<file path="config.mk">
export PLATFORM = sky130hd
export DESIGN_NAME = integer_to_ascii_formatter
export DESIGN_NICKNAME = d
export VERILOG_FILES = /design/src/rtl/i2a_pkg.sv /design/src/rtl/i2a_dabble.sv /design/src/rtl/integer_to_ascii_formatter.sv
export SDC_FILE = /design/constraint.sdc
export NUM_CORES = 1
export LEC_CHECK = 0
export ABC_AREA = 1
export BUFFER_PORTS_ARGS = -buffer_cell sky130_fd_sc_hd__buf_2
export CORE_AREA = 5 5 115 117
export CTS_CLUSTER_SIZE = 14
export DETAILED_ROUTE_END_ITERATION = 10
export DIE_AREA = 0 0 120 122
export GPL_TIMING_DRIVEN = 0
export PLACE_DENSITY = 0.8
export SYNTH_ARGS = -nofsm -noshare
export SYNTH_HDL_FRONTEND = slang
export SYNTH_SLANG_ARGS = --single-unit
</file>
<file path="constraint.sdc">
create_clock -name clk -period 4.4 [get_ports clk]
set_clock_uncertainty 0.1 [all_clocks]
set_input_delay 0.44 -clock clk [delete_from_list [all_inputs] [get_ports clk]]
set_output_delay 0.44 -clock clk [all_outputs]
set_load 0.02 [all_outputs]
</file>
<file path="src/rtl/i2a_pkg.sv">
// Shared types, codes and character constants for the integer-to-ASCII formatter.
// Used by integer_to_ascii_formatter and its bench; depends on nothing.
`timescale 1ns / 1ps
`default_nettype none

package i2a_pkg;

    // Default width of the value to format
    localparam int VALUE_BITS_DEF = 32;

    // Width of one emitted character code
    localparam int CHAR_W = 7;

    // Format selector codes
    localparam logic [1:0] REQ_UDEC = 2'd0;
    localparam logic [1:0] REQ_SDEC = 2'd1;
    localparam logic [1:0] REQ_HEX  = 2'd2;
    localparam logic [1:0] REQ_NONE = 2'd3;

    // Fixed characters
    localparam logic [CHAR_W-1:0] CH_ZERO  = 7'h30;
    localparam logic [CHAR_W-1:0] CH_X     = 7'h78;
    localparam logic [CHAR_W-1:0] CH_MINUS = 7'h2d;

    // Digit to character, shared by decimal and hex output
    localparam logic [CHAR_W-1:0] DIGIT_CHARS [16] = '{
        7'h30, 7'h31, 7'h32, 7'h33, 7'h34, 7'h35, 7'h36, 7'h37,
        7'h38, 7'h39, 7'h41, 7'h42, 7'h43, 7'h44, 7'h45, 7'h46
    };

    // Sequencer states
    typedef enum logic [2:0] {
        ST_IDLE,
        ST_DABBLE,
        ST_PFX_ZERO,
        ST_PFX_X,
        ST_EMIT
    } i2a_state_t;

endpackage

`default_nettype wire

</file>
<file path="src/rtl/i2a_dabble.sv">
// One shift-and-add-3 step of binary to BCD conversion over all digits.
// Uses no package items; instantiated by integer_to_ascii_formatter.
`timescale 1ns / 1ps
`default_nettype none

module i2a_dabble #(
    parameter int DIGITS = 10
) (
    input  wire logic [4*DIGITS-1:0] bcd_in,
    input  wire logic                bit_in,
    output logic      [4*DIGITS-1:0] bcd_out
);

    logic [4*DIGITS-1:0] adj;

    // Add 3 to every digit of 5 or more, then shift in the next binary bit
    always_comb
    begin
        for (int i = 0; i < DIGITS; i++)
        begin
            if (bcd_in[4*i +: 4] >= 4'd5)
            begin
                adj[4*i +: 4] = bcd_in[4*i +: 4] + 4'd3;
            end
            else
            begin
                adj[4*i +: 4] = bcd_in[4*i +: 4];
            end
        end
        bcd_out = {adj[4*DIGITS-2:0], bit_in};
    end

endmodule

`default_nettype wire

</file>
<file path="src/rtl/integer_to_ascii_formatter.sv">
// Top level of the integer-to-ASCII formatter: sequencer, digit register, output word.
// Depends on i2a_pkg and i2a_dabble.
//
// Usage:
//   Slave channel s_* takes one word per value: s_tdata holds req_type
//   (bits 1:0, 0 unsigned decimal, 1 signed decimal, 2 hex) then value
//   (VALUE_BITS bits), zero padded to whole bytes. Master channel m_* gives
//   one character per word in m_tdata[6:0]; m_tlast marks the final one.
//   Decimal values pass through a shared shift-and-add-3 unit, one value bit
//   per cycle, then emit the sign if negative and the decimal digits from
//   the top, with leading zeros dropped unsent. Hex skips the converter and
//   emits the prefix 0x, then ceil(VALUE_BITS/4) digits with leading zeros.
//   req_type 3 is taken and yields nothing. s_tready is high only while the
//   sequencer is idle; the next value is taken while the final character
//   still waits in the output register. When m_tready is low, a valid output
//   word holds and the sequencer waits to emit its next character. Reset
//   clears the sequencer and the output valid; no word is lost or repeated
//   across a stall.
`timescale 1ns / 1ps
`default_nettype none

module integer_to_ascii_formatter
    import i2a_pkg::*;
#(
    parameter int VALUE_BITS = VALUE_BITS_DEF
) (
    input  wire logic clk,
    input  wire logic rst_n,

    input  wire logic                                s_tvalid,
    output logic                                     s_tready,
    // fields from bit 0: req_type[1:0], value[VALUE_BITS-1:0], zero pad
    input  wire logic [((VALUE_BITS+2+7)/8)*8-1:0]   s_tdata,

    output logic                                     m_tvalid,
    input  wire logic                                m_tready,
    // fields from bit 0: char_code[6:0], zero pad
    output logic [7:0]                               m_tdata,
    output logic                                     m_tlast
);

    // Decimal digits needed for 2^VALUE_BITS-1, hex digits for the value
    localparam int DEC_DIGITS = ((VALUE_BITS * 1233) >> 12) + 1;
    localparam int HEX_DIGITS = (VALUE_BITS + 3) / 4;
    localparam int BCD_W      = 4 * DEC_DIGITS;
    localparam int HEX_W      = 4 * HEX_DIGITS;
    localparam int HEX_SHIFT  = BCD_W - HEX_W;
    localparam int CNT_W      = $clog2(VALUE_BITS);
    localparam int DIG_W      = $clog2(DEC_DIGITS);

    i2a_state_t state_reg, state_next;

    logic [VALUE_BITS-1:0] bin_reg, bin_next;
    logic [BCD_W-1:0]      bcd_reg, bcd_next;
    logic [CNT_W-1:0]      cnt_reg, cnt_next;
    logic [DIG_W-1:0]      dig_reg, dig_next;
    logic                  neg_reg, neg_next;
    logic                  started_reg, started_next;

    logic                  out_valid_reg, out_valid_next;
    logic [CHAR_W-1:0]     char_reg, char_next;
    logic                  last_reg, last_next;

    logic [1:0]            req_type;
    logic [VALUE_BITS-1:0] value;
    logic                  in_neg;
    logic [VALUE_BITS-1:0] mag;
    logic [BCD_W-1:0]      bcd_step;
    logic [3:0]            top_digit;
    logic                  out_free;
    logic                  is_last_digit;

    // Unpack the input word
    assign req_type = s_tdata[1:0];
    assign value    = s_tdata[VALUE_BITS+1:2];

    assign in_neg = (req_type == REQ_SDEC) && value[VALUE_BITS-1];
    assign mag    = in_neg ? (~value + VALUE_BITS'(1)) : value;

    // Shared binary to BCD step
    i2a_dabble #(
        .DIGITS (DEC_DIGITS)
    ) u_dabble (
        .bcd_in  (bcd_reg),
        .bit_in  (bin_reg[VALUE_BITS-1]),
        .bcd_out (bcd_step)
    );

    assign top_digit     = bcd_reg[BCD_W-1 -: 4];
    assign out_free      = !out_valid_reg || m_tready;
    assign is_last_digit = (dig_reg == '0);

    assign s_tready = (state_reg == ST_IDLE);
    assign m_tvalid = out_valid_reg;
    assign m_tdata  = {1'b0, char_reg};
    assign m_tlast  = last_reg;

    // Hold state, digits and output word
    always_ff @(posedge clk or negedge rst_n)
    begin
        if (!rst_n)
        begin
            state_reg     <= ST_IDLE;
            out_valid_reg <= 1'b0;
            neg_reg       <= 1'b0;
            started_reg   <= 1'b0;
        end
        else
        begin
            state_reg     <= state_next;
            out_valid_reg <= out_valid_next;
            neg_reg       <= neg_next;
            started_reg   <= started_next;
        end
    end

    always_ff @(posedge clk)
    begin
        bin_reg  <= bin_next;
        bcd_reg  <= bcd_next;
        cnt_reg  <= cnt_next;
        dig_reg  <= dig_next;
        char_reg <= char_next;
        last_reg <= last_next;
    end

    // Sequence conversion and emit one character per free output slot
    always_comb
    begin
        state_next     = state_reg;
        bin_next       = bin_reg;
        bcd_next       = bcd_reg;
        cnt_next       = cnt_reg;
        dig_next       = dig_reg;
        neg_next       = neg_reg;
        started_next   = started_reg;
        char_next      = char_reg;
        last_next      = last_reg;
        out_valid_next = out_valid_reg && !m_tready;

        case (state_reg)
            ST_IDLE:
            begin
                if (s_tvalid)
                begin
                    case (req_type)
                        REQ_UDEC, REQ_SDEC:
                        begin
                            bin_next     = mag;
                            bcd_next     = '0;
                            cnt_next     = '0;
                            neg_next     = in_neg;
                            started_next = 1'b0;
                            state_next   = ST_DABBLE;
                        end
                        REQ_HEX:
                        begin
                            bcd_next     = BCD_W'(value) << HEX_SHIFT;
                            dig_next     = DIG_W'(HEX_DIGITS - 1);
                            neg_next     = 1'b0;
                            started_next = 1'b1;
                            state_next   = ST_PFX_ZERO;
                        end
                        default:
                        begin
                            state_next = ST_IDLE;
                        end
                    endcase
                end
            end

            ST_DABBLE:
            begin
                bcd_next = bcd_step;
                bin_next = bin_reg << 1;
                cnt_next = cnt_reg + CNT_W'(1);
                if (cnt_reg == CNT_W'(VALUE_BITS - 1))
                begin
                    dig_next   = DIG_W'(DEC_DIGITS - 1);
                    state_next = ST_EMIT;
                end
            end

            ST_PFX_ZERO:
            begin
                if (out_free)
                begin
                    out_valid_next = 1'b1;
                    char_next      = CH_ZERO;
                    last_next      = 1'b0;
                    state_next     = ST_PFX_X;
                end
            end

            ST_PFX_X:
            begin
                if (out_free)
                begin
                    out_valid_next = 1'b1;
                    char_next      = CH_X;
                    last_next      = 1'b0;
                    state_next     = ST_EMIT;
                end
            end

            ST_EMIT:
            begin
                if (neg_reg)
                begin
                    // Sign goes out ahead of the magnitude
                    if (out_free)
                    begin
                        out_valid_next = 1'b1;
                        char_next      = CH_MINUS;
                        last_next      = 1'b0;
                        neg_next       = 1'b0;
                    end
                end
                else if (!started_reg && (top_digit == 4'd0) && !is_last_digit)
                begin
                    // Drop a leading zero
                    bcd_next = bcd_reg << 4;
                    dig_next = dig_reg - DIG_W'(1);
                end
                else if (out_free)
                begin
                    out_valid_next = 1'b1;
                    char_next      = DIGIT_CHARS[top_digit];
                    last_next      = is_last_digit;
                    started_next   = 1'b1;
                    bcd_next       = bcd_reg << 4;
                    dig_next       = dig_reg - DIG_W'(1);
                    if (is_last_digit)
                    begin
                        state_next = ST_IDLE;
                    end
                end
            end

            default:
            begin
                state_next = ST_IDLE;
            end
        endcase
    end

endmodule

`default_nettype wire

</file>
---- Word-level counts from Yosys, hierarchy flattened ----
Memory sizes are Yosys's and may differ from the RTL's.
Cells that the tools add are included.
storage, ports and cells
  register bits ........................... 95
  latch bits .............................. 0
  memory bits (writable) .................. 0
  memory bits (read-only) ................. 112
  input port bits ......................... 44
  output and inout bits ................... 11
  memories ................................ 1
memory list
  memory            words  bits a word  read ports  clocked after memory_dff  wr ports  RTL line                           source
  (name not given)  16     7            1           0                         0         integer_to_ascii_formatter.sv:228  char_next = DIGIT_CHARS[top_digit];
cells by class
  add/sub/neg operators ................... 13
  multiply operators ...................... 0
  div/mod/pow operators ................... 0
  $lt $le $gt $ge ......................... 11
  equality and inequality tests ........... 21
  shifts and indexed selects .............. 0
  mux-type cells .......................... 69
  bitwise gates (word level) .............. 2
  reduce and logical (&&, ||, !) cells .... 28
operators by type and width
  kind                                                                number
  2-to-1 mux 40 bit                                                   4
  one-hot mux 40 bit (3 select lines)                                 1
  2-to-1 mux 32 bit                                                   3
  one-hot mux 40 bit (2 select lines)                                 1
  one-hot mux 32 bit (2 select lines)                                 1
  2-to-1 mux 4 bit                                                    15
  2-to-1 mux 7 bit                                                    8
  greater-or-equal comparator 4 x 3 -> 1 bit (second input constant)  10
  adder 4 x 2 -> 4 bit (second input constant)                        9
  adder 32 x 1 -> 32 bit (second input constant)                      1
  NOT 32 bit                                                          1
  2-to-1 mux 3 bit                                                    9
  one-hot mux 7 bit (3 select lines)                                  1
  != test 2 bit (second input constant)                               8
  one-hot mux 3 bit (5 select lines)                                  1
  2-to-1 mux 1 bit                                                    14
  one-hot mux 1 bit (2 select lines)                                  6
  one-hot mux 4 bit (3 select lines)                                  1
  AND reduction 6 bit                                                 2
  2-to-1 mux 5 bit                                                    2
  one-hot mux 5 bit (2 select lines)                                  1
  AND reduction 5 bit                                                 2
  != test 3 bit (second input constant)                               3
  AND reduction 3 bit                                                 3
  other kinds (24)                                                    37

---- Longest topological paths before layout ----
Gate-level depths: netlist (run 1).
  word-level depth ........................ 8
  mapped depth ............................ 11

---- Modules after synthesis ----
Synthesis (run 1) repeated with hierarchy kept, for this count alone.
second synthesis, totals
  cells, all modules ...................... 891
  area total of the unflattened synthesis .. 6770.2 um2
by module, submodules not included
  module                      times used  cells each  area each (um2)  seq. area each (um2)
  integer_to_ascii_formatter  1           679         5629.1           2822.7
  i2a_dabble                  1           212         1141.1           0.0

---- Least setup slack after synthesis (run 1) ----
No wires, ideal clock.
  path kind ............................... register -> register
  from .................................... register bcd_reg[36]
  to ...................................... register bcd_reg[0] (enable)
  setup time .............................. 0.487 ns
  data arrival time ....................... 3.789 ns
  required time ........................... 3.813 ns
  path slack .............................. 0.024 ns
  cell stages (with the launch flop) ...... 9
  buffers on the path ..................... 0
  clock period less this slack ............ 4.376 ns
  cells stage by stage .................... edfxtp_1 -> inv_1 -> ha_1 -> nand2_1 -> nor2_1 -> nand2_1 -> nand2_1 -> o21ai_0 -> nor3_1
on the way
  word-level cells in the longest chain between the ends .. 5
ends and longest elaborated chain
  what                            RTL line                           source
  from (decl)                     integer_to_ascii_formatter.sv:54   logic [BCD_W-1:0] bcd_reg, bcd_next;
  from (signal assigned)          integer_to_ascii_formatter.sv:120  bcd_reg <= bcd_next;
  zero test 4 bit                 integer_to_ascii_formatter.sv:219  else if (!started_reg && (top_digit == 4'd0) && !is_last_digit)
  logical AND 1 bit (2 in a row)  integer_to_ascii_formatter.sv:219
  != test 3 bit (no line)         n/a
  AND reduction 5 bit (no line)   n/a
No other way between the ends.
A chain may end at the register's enable or synchronous reset.

---- Worst setup path in the final report (run 1) ----
  from .................................... register bcd_reg[36]
  to ...................................... register bcd_reg[14] (enable)
Same word-level chain as after synthesis.

==> results of run 1 <==
## repair_timing
item	CTS	global route
endpoints found under the setup margin	0	0
hold endpoints to repair	6	0
setup buffers	0	0
hold buffers	1	0
## synth_stat cells (all sizes together)
cell type	n	area share [%]
nand2	178	11
inv	109	6.4
edfxtp	89	41
o21ai	84	6.5
nor2	79	5.1
nand3	56	4.3
a21oi	39	3.0
o221ai	32	7.2
ha	27	5.2
buf	22	2.5
xor2	15	2.0
nand4	8	0.77
or2	7	0.68
dfrtp	6	2.3
clkbuf	3	0.17
nor3	3	0.23
o211ai	3	0.35
o22ai	2	0.19
a211oi	1	0.12
a31oi	1	0.097
and2	1	0.097
conb	1	0.058
nor3b	1	0.12
nor4	1	0.097
o31ai	1	0.19
o32ai	1	0.14
## per-layer routing
| layer | part of all wire (%) | vias to the layer above | GRT usage, % |
|---|---|---|---|
| li1 | - | 2749 | - |
| met1 | 42 | 2608 | 31.7 |
| met2 | 46 | 262 | 37.3 |
| met3 | 9.2 | 43 | 3.90 |
| met4 | 2.9 | 0 | 10.2 |
| met5 | 0 | - | 0 |
## cells in the final DEF, fill, tap and decap left out, drive strengths merged, types with 2 or more instances in the layout
cell type and instances:
a21oi 39, ha 27, dfrtp 6, o22ai 2
nand3 56, o211ai 3, xor2 15, edfxtp 89
inv 113, buf 74, nand4 8, nand2 178
or2 7, o221ai 32, nor2 79, clkbuf 13
nor3 3, o21ai 84
## how the worst min path moves through the flow
stage	cells past startpoint	slack (ns)	startpoint	end
floorplan	0	0.04	rst_n	m_tvalid
global placement	1	0.17	rst_n	m_tvalid
detailed placement	1	0.17	rst_n	state_reg[2]
CTS	3	0.25	s_tdata[2]	bin_reg[0]
global route	3	0.28	s_tdata[2]	bin_reg[0]
finish	3	0.26	s_tdata[2]	bin_reg[0]
## final cells by class
| class | instances | area, um2 | share of cell area, % |
|---|---|---|---|
| Sequential cell | 95 | 2820 | 38.9 |
| Inverter | 109 | 412 | 5.67 |
| Timing Repair Buffer | 53 | 318 | 4.38 |
| Multi-Input combinational cell | 541 | 3070 | 42.2 |
| Clock inverter | 6 | 50.0 | 0.689 |
| Buffer | 25 | 175 | 2.41 |
| Tap cell | 150 | 188 | 2.59 |
| Clock buffer | 10 | 229 | 3.15 |
## critical path, stage by stage (launching register included)
cell	delay [ns]
edfxtp_1	0.48
inv_1	0.18
ha_1	0.17
nand2_1	0.05
nor2_1	0.14
nand2_1	0.12
nand2_1	0.07
o21ai_0	0.13
nor3_2	0.57
buf_6	0.24
buf_6	0.17
buf_6	0.15
## kinds of logic after synthesis
kind of cell / synth area share, %
and+or+nand+nor: 22.1
AOI/OAI and AO/OA: 17.9
buffers and inverters: 9.08
DFF: 43.7
adders and majority gates: 5.23
xor gates and xnor gates: 2.03
other: 0.0580
## power by group through the flow
stage | clock network [mW] | logic, mW | registers, mW
2_1_floorplan | 0 | 1.56 | 1.92
3_3_place_gp | 0 | 2.07 | 1.95
3_5_place_dp | 0 | 2.25 | 1.92
4_1_cts | 0.777 | 2.27 | 1.91
5_1_grt | 0.813 | 2.55 | 1.96
6_report | 0.767 | 2.28 | 1.91
## stage by stage
stage          area (um2)  TNS (ns)
6_report             7260         0
5_1_grt              7260         0
4_1_cts              7260         0
3_5_place_dp         6970         0
3_3_place_gp         6890    -57.56
2_1_floorplan        6460         0
==> results.rst, run 1 <==
.. list-table::
   :header-rows: 1

   * - Metric
     - Value
   * - Number of max-slew violations in the final report
     - 0
   * - Combinational group share of total power
     - 45.9%
   * - Die Y-Extent
     - between 100 and 150 um
   * - Final std cells w/o fill
     - ~990
   * - Worst Setup Slack, final
     - roughly 1.5 ns
   * - Number of instances resized during post-cts repair
     - 0
   * - Internal power consumption
     - approximately 2.8 mW
   * - Final layout net count
     - approximately 900
   * - Type of the setup path with the least slack
     - reg2reg
   * - Net Count, Synth
     - 841
   * - Fill cells
     - between 1000 and 1500
   * - R2r startpoint
     - bcd_reg[36]
   * - R2R Setup Slk
     - 1.53 ns
   * - Clk_lat worst skew
     - approximately 0.36 ns
   * - Peak supply drop
     - 0.279 mV
   * - FF+latch count, synth
     - 95
   * - Number of warnings reported in the yosys synthesis log
     - 0
   * - Avg Inst Size Synth
     - roughly 8.4 um2
   * - Layout-stage area growth over the synthesis result
     - 12.3%
   * - DRT iter0 DRCs
     - roughly 530
   * - Synth unique cells
     - 37
   * - Part of the total power dissipated in the clock network
     - about 16%
   * - Total setup violations reported at the end of the flow
     - 0
   * - Final core utilization
     - 59.2%
   * - Routed via count divided by cell count
     - between 5 and 6
   * - Remaining global-route overflow
     - 0
   * - Setup repair after global routing missed its margin
     - false
   * - Clock slew at reported path FFs
     - roughly 0.07 ns
   * - Clock tree from TritonCTS
     - yes
   * - Number of instances in the synthesized netlist
     - 770
   * - Buffer levels on the longest clock path
     - 2
   * - Sw Ratio
     - approximately 43%
   * - Global-route wire length before repair
     - between 20000 and 30000 um
   * - Placement row count
     - around 40
   * - Boundary Pins
     - 55
   * - Routed vias
     - approximately 5700
   * - Number of diodes
     - 0
   * - Sequential fraction of the synthesis area
     - between 40% and 50%
   * - Number of flip-flops in the largest register
     - 40
   * - Number of input and output port buffers inserted
     - 47
   * - Maxcap violations
     - 0
   * - Routed length per instance
     - ~17 um
   * - DR DRC count
     - 0
   * - Vias in the first global route
     - 5301
   * - Tmin final
     - around 2.9 ns
   * - Type of the most critical hold path
     - in2reg
   * - Sinks on the clock net
     - 95
   * - Overall power consumption
     - 4.96 mW
   * - Capturing element of the worst setup path
     - bcd_reg[14]
   * - Achievable frequency
     - between 300 and 400 MHz
   * - Core area
     - 12300 um2
   * - Number of antenna violations at the first check in global routing
     - 0
   * - Final weighted congestion in routability-driven placement
     - 0.958
   * - Share of final-layout standard cells stronger than drive strength 1
     - ~17%
   * - Required time reported for the critical path endpoint
     - 4.37 ns
   * - CTS Root Buffer Type
     - clkbuf_16
   * - Static leakage
     - around 3.2 nW
   * - Pwr Density
     - 683 nW/um2
   * - Number of placed instances with taps included
     - just under 1000
   * - Power share of the sequential group
     - between 30% and 40%
   * - Result of the run
     - finished, final reports clean
   * - Largest net degree at the start of global routing
     - 21
   * - Die width
     - between 100 and 150 um
   * - GRT Util Overall
     - around a quarter
   * - Synth Cell Area
     - ~6500 um2
   * - Final period util
     - about 65%
   * - Sort of element at the end of the critical path
     - register
   * - Post-route worst hold slack
     - between 0.2 and 0.3 ns
   * - Max-slew headroom at the worst pin
     - 46.0%
   * - Type of origin of the critical path
     - register
   * - Data arrival time of the critical path
     - about 2.8 ns
   * - CTS H-Tree Depth
     - 3
   * - Slew @ Worst Pin
     - 0.803 ns
   * - Crit-path max FO
     - 10
   * - Placement-stage worst setup slack
     - roughly 1.7 ns
   * - Total Routed Length
     - ~17000 um
   * - Switching power
     - 2.14 mW
   * - DP HPWL
     - 12200 um
   * - Die footprint
     - roughly 15000 um2
   * - Total count of hold-check failures in the final report
     - 0
   * - Crit. Startpoint
     - bcd_reg[36]
   * - Number of detailed-route iterations in the first pass
     - 5
   * - R2R depth
     - 11
   * - Number of antenna-violating nets in the routed design
     - 0
   * - Initial standard-cell utilization of the core
     - ~53%
   * - CTS Buf Count
     - 9
   * - Capturing point of the worst reg2reg path
     - bcd_reg[14]
No activity file was read; power rests on OpenSTA's default activity.
==> inputs of run 2 (changes only) <==
--- a/config.mk
+++ b/config.mk
@@ -5,14 +5,14 @@
 export SDC_FILE = /design/constraint.sdc
 export NUM_CORES = 1
 export LEC_CHECK = 0
-export ABC_AREA = 1
+export ABC_AREA = 0
 export BUFFER_PORTS_ARGS = -buffer_cell sky130_fd_sc_hd__buf_2
-export CORE_AREA = 5 5 115 117
+export CORE_AREA = 5 5 112 114
 export CTS_CLUSTER_SIZE = 14
 export DETAILED_ROUTE_END_ITERATION = 10
-export DIE_AREA = 0 0 120 122
+export DIE_AREA = 0 0 117 119
 export GPL_TIMING_DRIVEN = 0
-export PLACE_DENSITY = 0.8
+export PLACE_DENSITY = 0.79
 export SYNTH_ARGS = -nofsm -noshare
 export SYNTH_HDL_FRONTEND = slang
 export SYNTH_SLANG_ARGS = --single-unit
==> constraint.sdc (replaced) <==
create_clock -name clk -period 2.3 [get_ports clk]
set_clock_uncertainty 0.1 [all_clocks]
set_input_delay 0.23 -clock clk [delete_from_list [all_inputs] [get_ports clk]]
set_output_delay 0.23 -clock clk [all_outputs]
set_load 0.02 [all_outputs]
==> run 2 against run 1 <==
Net effect:
- first-iteration DRC count grew 27%
- sequential power rose by 94%
- clock power is 110% higher
- combinational power increased by 120%
- routed wire length grew 7.3%
- die area is 4.9% lower
- global-route usage rose by 1.8 points
- cell count is 13% lower
- power grew 110%
- critical path type unchanged
- largest cell class unchanged
- largest power group unchanged
==> results.rst, run 2 <==
.. list-table::
   :header-rows: 1

   * - Metric
     - Value
   * - Crit-path cells
     - inv_1, ha_1, or3b_4, nand2_2, nand3_2, o2111ai_4, buf_12, a31oi_4, buf_4
   * - Fraction of registers with async set or reset after synthesis
     - 6.32% (unchanged)
   * - Number of max-slew violations in the final report
     - 0 (unchanged)
   * - Synth top area cells
     - edfxtp_1, ha_1, o21ai_0
   * - Area of the multi-input gates
     - 3150 um2 (+2.8%)
   * - Static leakage
     - 2.64 nW (-17%)
   * - Most used cells in the layout excluding fill and tap cells
     - edfxtp_1, o21ai_0, a21oi_1
   * - Crit-path max FO
     - 5 (-5)
   * - Avg Inst Size Synth
     - 9.62 um2 (+15%)
   * - Crit. Startpoint
     - dig_reg[0]
   * - Data arrival time of the critical path
     - 2.29 ns (-0.55 ns)
   * - Routed length per instance
     - 20.7 um (+24%)
   * - Buffer levels on the longest clock path
     - 2 (unchanged)
   * - Critical path buffer and inverter count
     - 3 (-1)
   * - Final period util
     - 98.9% (+34 points)
   * - Routed vias
     - 5546 (-2.0%)
   * - Initial standard-cell utilization of the core
     - 53.1% (+0.41 points)
   * - Number of flip-flops in the largest register
     - 40 (unchanged)
   * - R2R depth
     - 9 (-2)
   * - Capturing point of the worst reg2reg path
     - bcd_reg[0]
   * - Pwr Density
     - 1450 nW/um2 (+110%)
   * - Remaining global-route overflow
     - 0 (unchanged)
   * - Clock tree from TritonCTS
     - yes
   * - Share of the synthesized area in the top cell type
     - 44.4% (+3.1 points)
   * - Max-slew headroom at the worst pin
     - 45.8% (-0.18 points)
   * - Core area
     - 11300 um2 (-7.7%)
   * - Achievable frequency
     - 440 MHz (+26%)
   * - Routed via count divided by cell count
     - 6.48 (+13%)
   * - Net Count, Synth
     - 696 (-17%)
   * - DP HPWL
     - 11900 um (-3.0%)
   * - Total negative slack
     - 0 ns (unchanged)
   * - Required time reported for the critical path endpoint
     - 2.31 ns (-2.06 ns)
   * - Slowest cell on crit path
     - or3b_4
   * - Peak supply drop
     - 1.16 mV (+310%)
   * - Placement-stage worst setup slack
     - -0.749 ns (-2.42 ns)
   * - Leading post-synthesis cells by instance count
     - edfxtp_1, o21ai_0, a21oi_1
   * - Die width
     - 117 um (-2.5%)
   * - Number of warnings reported in the yosys synthesis log
     - 0 (unchanged)
   * - Number of antenna violations at the first check in global routing
     - 0 (unchanged)
   * - Final layout net count
     - 779 (-14%)
   * - Sequential fraction of the synthesis area
     - 46.9% (+3.3 points)
   * - Capturing element of the worst setup path
     - bcd_reg[0]
   * - Die Y-Extent
     - 119 um (-2.5%)
   * - Post-route worst hold slack
     - 0.119 ns (-0.141 ns)
   * - Total count of hold-check failures in the final report
     - 0 (unchanged)
   * - Layout-stage area growth over the synthesis result
     - 19.7%
   * - CP top delay family
     - simple AND/OR/NAND/NOR gates
   * - Sinks on the clock net
     - 95 (unchanged)
   * - Final weighted congestion in routability-driven placement
     - 0.901 (-5.9%)
   * - CTS H-Tree Depth
     - 3 (unchanged)
   * - Boundary Pins
     - 55 (unchanged)
   * - Slew @ Worst Pin
     - 0.807 ns (+0.00343 ns)
   * - Clock slew at reported path FFs
     - 0.07 ns (about the same)
   * - Number of diodes
     - 0 (unchanged)
   * - Tmin final
     - 2.27 ns (-0.591 ns)
   * - Most frequently used cell type in the post-synthesis netlist
     - edfxtp_1
   * - Placement row count
     - 39 (-4.9%)
   * - DRT iter0 DRCs
     - 674 (+27%)
   * - Maxcap violations
     - 0 (unchanged)
   * - Type of origin of the critical path
     - register
   * - CTS Buf Count
     - 9 (unchanged)
   * - Die footprint
     - 13900 um2 (-4.9%)
   * - Number of input and output port buffers inserted
     - 46 (-2.1%)
   * - Cell taking the most area after synthesis
     - edfxtp_1
   * - Synth Cell Area
     - 6010 um2 (-7.0%)
   * - Peak per-stage delay on the critical path
     - 0.43 ns (-0.14 ns)
   * - Global-route wire length before repair
     - 27300 um (+2.4%)
   * - Number of detailed-route iterations in the first pass
     - 6 (+1)
   * - DR DRC count
     - 0 (unchanged)
   * - Sort of element at the end of the critical path
     - register
   * - Area of all sequential standard cells
     - 2820 um2 (unchanged)
   * - Clk_lat worst skew
     - 0.35 ns (about the same)
   * - Number of flops mapped to enable cells by yosys
     - 89 (unchanged)
   * - GRT Util Overall
     - 25.2% (+1.8 points)
   * - Fill cells
     - 888 (-16%)
   * - Path length in cells of the critical path
     - 9 (-2)
   * - R2R Setup Slk
     - 0.03 ns (-1.51 ns)
   * - Result of the run
     - finished, final reports clean
   * - Total Routed Length
     - 17800 um (+7.3%)
   * - Most common library cell in the layout ignoring fill and taps
     - edfxtp_1
   * - FF+latch count, synth
     - 95 (unchanged)
   * - Share of final-layout standard cells stronger than drive strength 1
     - 17.7% (+0.27 points)
   * - Type of the setup path with the least slack
     - reg2reg
   * - Worst Setup Slack, final
     - 0.0251 ns (-1.51 ns)
   * - Type of the most critical hold path
     - in2reg
   * - Top_reg_cell synth
     - edfxtp_1
   * - Vias in the first global route
     - 5337 (+0.68%)
   * - Number of antenna-violating nets in the routed design
     - 0 (unchanged)
   * - Synth unique cells
     - 59 (+59%)
   * - CTS Root Buffer Type
     - clkbuf_16
   * - Total setup violations reported at the end of the flow
     - 0 (unchanged)
   * - Largest net degree at the start of global routing
     - 21 (unchanged)
   * - R2r startpoint
     - dig_reg[0]
   * - Number of instances in the synthesized netlist
     - 625 (-19%)
==> run 2: repair_timing <==
action / in CTS / in global routing
cloned: 3 / 0
hold buffers: 1 / 0
endpoints found under the hold margin: 6 / 0
pin swaps: 1 / 4
setup endpoints to repair: 123 / 114
gates resized for setup: 20 / 16
setup buffers: 9 / 13
==> run 2: cell families after synthesis <==
logic type	synth area share, %
other cells	0.0624
buf+inv	4.12
xor+xnor	6.26
mux	0.687
fa+ha+maj	5.62
flops	46.9
compound gates	20.2
simple gates	16.1
==> run 2: cell type report <==
type	instances	area share (%)
Buffer	31	1.98
Clock buffer	11	3.23
Clock inverter	5	1.01
Inverter	30	1.56
Multi-Input combinational cell	471	43.8
Sequential cell	95	39.2
Tap cell	143	2.48
Timing Repair Buffer	70	6.76
==> run 2: metrics by stage <==
step	area, um2	instances	utilization, %	total power [mW]
6_report	7200	856	63.6	10.4
5_1_grt	7200	856	63.6	11.0
4_1_cts	7070	843	62.4	10.1
3_5_place_dp	6510	815	57.5	7.96
3_3_place_gp	6480	814	57.3	7.63
2_1_floorplan	6070	625	-	6.62
==> run 2: how the worst min path moves through the flow <==
stage / cells past startpoint / slack, ns / end / start
global placement: 1 / -0.04 / state_reg[2] / rst_n
global route: 3 / 0.14 / bcd_reg[39] / s_tdata[33]
floorplan: 0 / -0.17 / m_tvalid / rst_n
CTS: 3 / 0.12 / bcd_reg[39] / s_tdata[33]
finish: 3 / 0.12 / bcd_reg[39] / s_tdata[33]
detailed placement: 1 / -0.04 / state_reg[2] / rst_n
==> run 2: where the power goes <==
part / switching [mW] / internal, mW / leakage [nW]
Sequential: 0.595 / 3.10 / 0.935
Combinational: 3.11 / 2.00 / 1.56
Clock: 0.655 / 0.946 / 0.149
==> run 2: per-layer routing <==
layer	GRT usage, %	vias up	wire (um)
met5	0	-	0
met4	11.2	0	663
met3	3.55	69	1750
met2	39.8	399	8390
met1	34.4	2603	6950
li1	-	2475	-
==> run 2: worst min-delay path, stage by stage <==
cell     delay [ns]
buf_2          0.12
nand2_1        0.05
nand3_1        0.06
==> inputs of run 3 (changes only) <==
--- a/config.mk
+++ b/config.mk
@@ -7,12 +7,12 @@
 export LEC_CHECK = 0
 export ABC_AREA = 0
 export BUFFER_PORTS_ARGS = -buffer_cell sky130_fd_sc_hd__buf_2
-export CORE_AREA = 5 5 112 114
+export CORE_AREA = 5 5 113 115
 export CTS_CLUSTER_SIZE = 14
 export DETAILED_ROUTE_END_ITERATION = 10
-export DIE_AREA = 0 0 117 119
+export DIE_AREA = 0 0 118 120
 export GPL_TIMING_DRIVEN = 0
-export PLACE_DENSITY = 0.79
+export PLACE_DENSITY = 0.78
 export SYNTH_ARGS = -nofsm -noshare
 export SYNTH_HDL_FRONTEND = slang
 export SYNTH_SLANG_ARGS = --single-unit
==> run 3 against run 2 <==
Net effect:
- routed wire length fell by 4.3%
- critical path depth fell by 2
- sequential share of layout area rose by 0.38 points
- combinational power fell by 3%
- critical path type unchanged
==> results.rst, run 3 (synthesis results as in run 2) <==
.. list-table::
   :header-rows: 1

   * - Metric
     - Value
   * - Remaining global-route overflow
     - 0 (unchanged)
   * - Part of the total power dissipated in the clock network
     - 14.3% (-1.1 points)
   * - CTS H-Tree Depth
     - 3 (unchanged)
   * - Area post-placement
     - 6520 um2 (about the same)
   * - Data arrival time of the critical path
     - 2.24 ns (-0.05 ns)
   * - Number of detailed-route iterations in the first pass
     - 6 (unchanged)
   * - Clock tree from TritonCTS
     - yes
   * - Type of the setup path with the least slack
     - reg2reg
   * - Initial standard-cell utilization of the core
     - 51.3% (-1.8 points)
   * - GRT Util Overall
     - 24.3% (-0.94 points)
   * - Final std cells w/o fill
     - 853 (-0.35%)
   * - Number of antenna-violating nets in the routed design
     - 0 (unchanged)
   * - Sw Ratio
     - 41.9% (about the same)
   * - Switching power
     - 4.24 mW (-2.6%)
   * - Buffer levels on the longest clock path
     - 2 (unchanged)
   * - Area of the multi-input gates
     - 3150 um2 (-0.12%)
   * - Area of all sequential standard cells
     - 2820 um2 (unchanged)
   * - Share of final-layout standard cells stronger than drive strength 1
     - 17.3% (-0.39 points)
   * - Max-slew headroom at the worst pin
     - 31.5% (-14 points)
   * - DP HPWL
     - 11600 um (-2.5%)
   * - Fill cells
     - 980 (+10%)
   * - Number of max-slew violations in the final report
     - 0 (unchanged)
   * - DRT iter0 DRCs
     - 675 (+0.15%)
   * - Peak supply drop
     - 0.907 mV (-21%)
   * - Total count of hold-check failures in the final report
     - 0 (unchanged)
   * - DR DRC count
     - 0 (unchanged)
   * - Largest net degree at the start of global routing
     - 23 (+9.5%)
   * - Crit-path max FO
     - 10 (+5)
   * - Die width
     - 118 um (+0.85%)
   * - Slew @ Worst Pin
     - 1.02 ns (+0.212 ns)
   * - Vias in the first global route
     - 5322 (-0.28%)
   * - Sinks on the clock net
     - 95 (unchanged)
   * - CTS Buf Count
     - 9 (unchanged)
   * - R2R depth
     - 7 (-2)
   * - Pwr Density
     - 1420 nW/um2 (-1.7%)
   * - Number of placed instances with taps included
     - 819 (+0.49%)
   * - Post-route worst hold slack
     - 0.124 ns (+0.00454 ns)
   * - Routed length per instance
     - 19.9 um (-4.0%)
   * - Number of diodes
     - 0 (unchanged)
   * - Final core utilization
     - 60.9% (-2.7 points)
   * - Maxcap violations
     - 0 (unchanged)
   * - Placement row count
     - 40 (+2.6%)
   * - Die footprint
     - 14200 um2 (+1.7%)
   * - Power share of the sequential group
     - 36.5% (+1.0 points)
   * - Final layout net count
     - 772 (-0.90%)
   * - Static leakage
     - 2.60 nW (-1.7%)
   * - Tmin final
     - 2.27 ns (-0.00710 ns)
   * - Achievable frequency
     - 441 MHz (+0.31%)
   * - Number of antenna violations at the first check in global routing
     - 0 (unchanged)
   * - Global-route wire length before repair
     - 27400 um (+0.30%)
   * - Number of flip-flops in the largest register
     - 40 (unchanged)
   * - Final weighted congestion in routability-driven placement
     - 0.931 (+3.3%)
   * - Sort of element at the end of the critical path
     - register
   * - Boundary Pins
     - 55 (unchanged)
   * - CTS Root Buffer Type
     - clkbuf_16
   * - Worst Setup Slack, final
     - 0.0322 ns (+0.00710 ns)
   * - Most used cells in the layout excluding fill and tap cells
     - edfxtp_1, o21ai_0, a21oi_1
   * - Placement-stage worst setup slack
     - -0.680 ns (+0.0685 ns)
   * - Layout-stage area growth over the synthesis result
     - 18.6%
   * - Number of input and output port buffers inserted
     - 46 (unchanged)
   * - Type of the most critical hold path
     - in2async
   * - Clock slew at reported path FFs
     - 0.07 ns (about the same)
   * - Die Y-Extent
     - 120 um (+0.84%)
   * - Type of origin of the critical path
     - register
   * - Routed via count divided by cell count
     - 6.34 (-2.2%)
   * - Final period util
     - 98.6% (-0.31 points)
   * - Total Routed Length
     - 17000 um (-4.3%)
   * - Setup repair after global routing missed its margin
     - true
   * - Core area
     - 11700 um2 (+3.4%)
   * - Result of the run
     - finished, final reports clean
   * - Clk_lat worst skew
     - 0.36 ns (about the same)
   * - Required time reported for the critical path endpoint
     - 2.27 ns (-0.04 ns)
   * - Total setup violations reported at the end of the flow
     - 0 (unchanged)
   * - Final standard cell area without fillers
     - 7130 um2 (-0.96%)
   * - Most common library cell in the layout ignoring fill and taps
     - edfxtp_1
   * - Combinational group share of total power
     - 49.2% (about the same)
   * - Internal power consumption
     - 5.89 mW (-2.7%)
   * - Routed vias
     - 5405 (-2.5%)
[run 3: cell types whose count changed in the layout (fill, tap and decap cells not counted), moves of 2 or more]
| cell | change |
|---|---|
| bufinv_16 | -2 |
| clkinv_1 | -2 |
| clkbuf_8 | +2 |
| buf_4 | -7 |
[run 3: metal layers]
metal  share of wire (%)  GRT usage (%)  vias to the layer above
met5                   0              0                        -
met4                 3.1           9.61                        0
met3                 9.9           6.36                       57
met2                  48           39.3                      328
met1                  39           31.1                     2558
li1                    -              -                     2462
[run 3: area by class of cell]
class,instances,share of cell area (%)
clock buffer,13,3.65
timing repair buffer,63,6.21
buffer,31,2.00
inverter,30,1.58
clock inverter,3,0.263
sequential,95,39.6
tap,147,2.58
multi-input combinational,471,44.1
[run 3: timing repair]
action,CTS,global route
endpoints found under the setup margin,117,90
gates resized for setup,18,16
setup buffers,10,5
hold endpoints to repair,6,0
hold buffers,1,0
cloned,3,0
pin swaps,2,4
[run 3: worst paths after layout]
kind                       slack (ns)        start           end
min in group clk                 0.14  s_tdata[33]   bcd_reg[39]
max                              0.03  bcd_reg[38]   bcd_reg[14]
min reg2reg                      0.44  bin_reg[11]   bin_reg[12]
min                              0.12        rst_n  state_reg[0]
max reg2reg                      0.03  bcd_reg[38]   bcd_reg[14]
max in group asynchronous        1.83        rst_n  state_reg[2]
[run 3: power groups by stage]
stage / Clock (mW) / Sequential (mW) / Combinational [mW]
floorplan: 0 / 3.62 / 3.00
global placement: 0 / 3.68 / 3.91
detailed placement: 0 / 3.71 / 4.17
CTS: 1.46 / 3.66 / 4.79
global route: 1.55 / 3.78 / 5.48
finish: 1.45 / 3.70 / 4.98
[run 3: worst max-delay path, cell delays in order (launching register included)]
cell and delay, ns:
edfxtp_1 0.41, buf_2 0.20, nor4b_4 0.32, nand2_2 0.13, nand3_2 0.12, o2111ai_4 0.25, a31oi_4 0.29, buf_12 0.17
[run 3: stage by stage]
step | TNS [ns] | power, mW
6_report | 0 | 10.1
3_3_place_gp | -48.27 | 7.59
5_1_grt | -0.982 | 10.8
2_1_floorplan | -7.44 | 6.62
4_1_cts | -0.0916 | 9.91
3_5_place_dp | -36.58 | 7.88
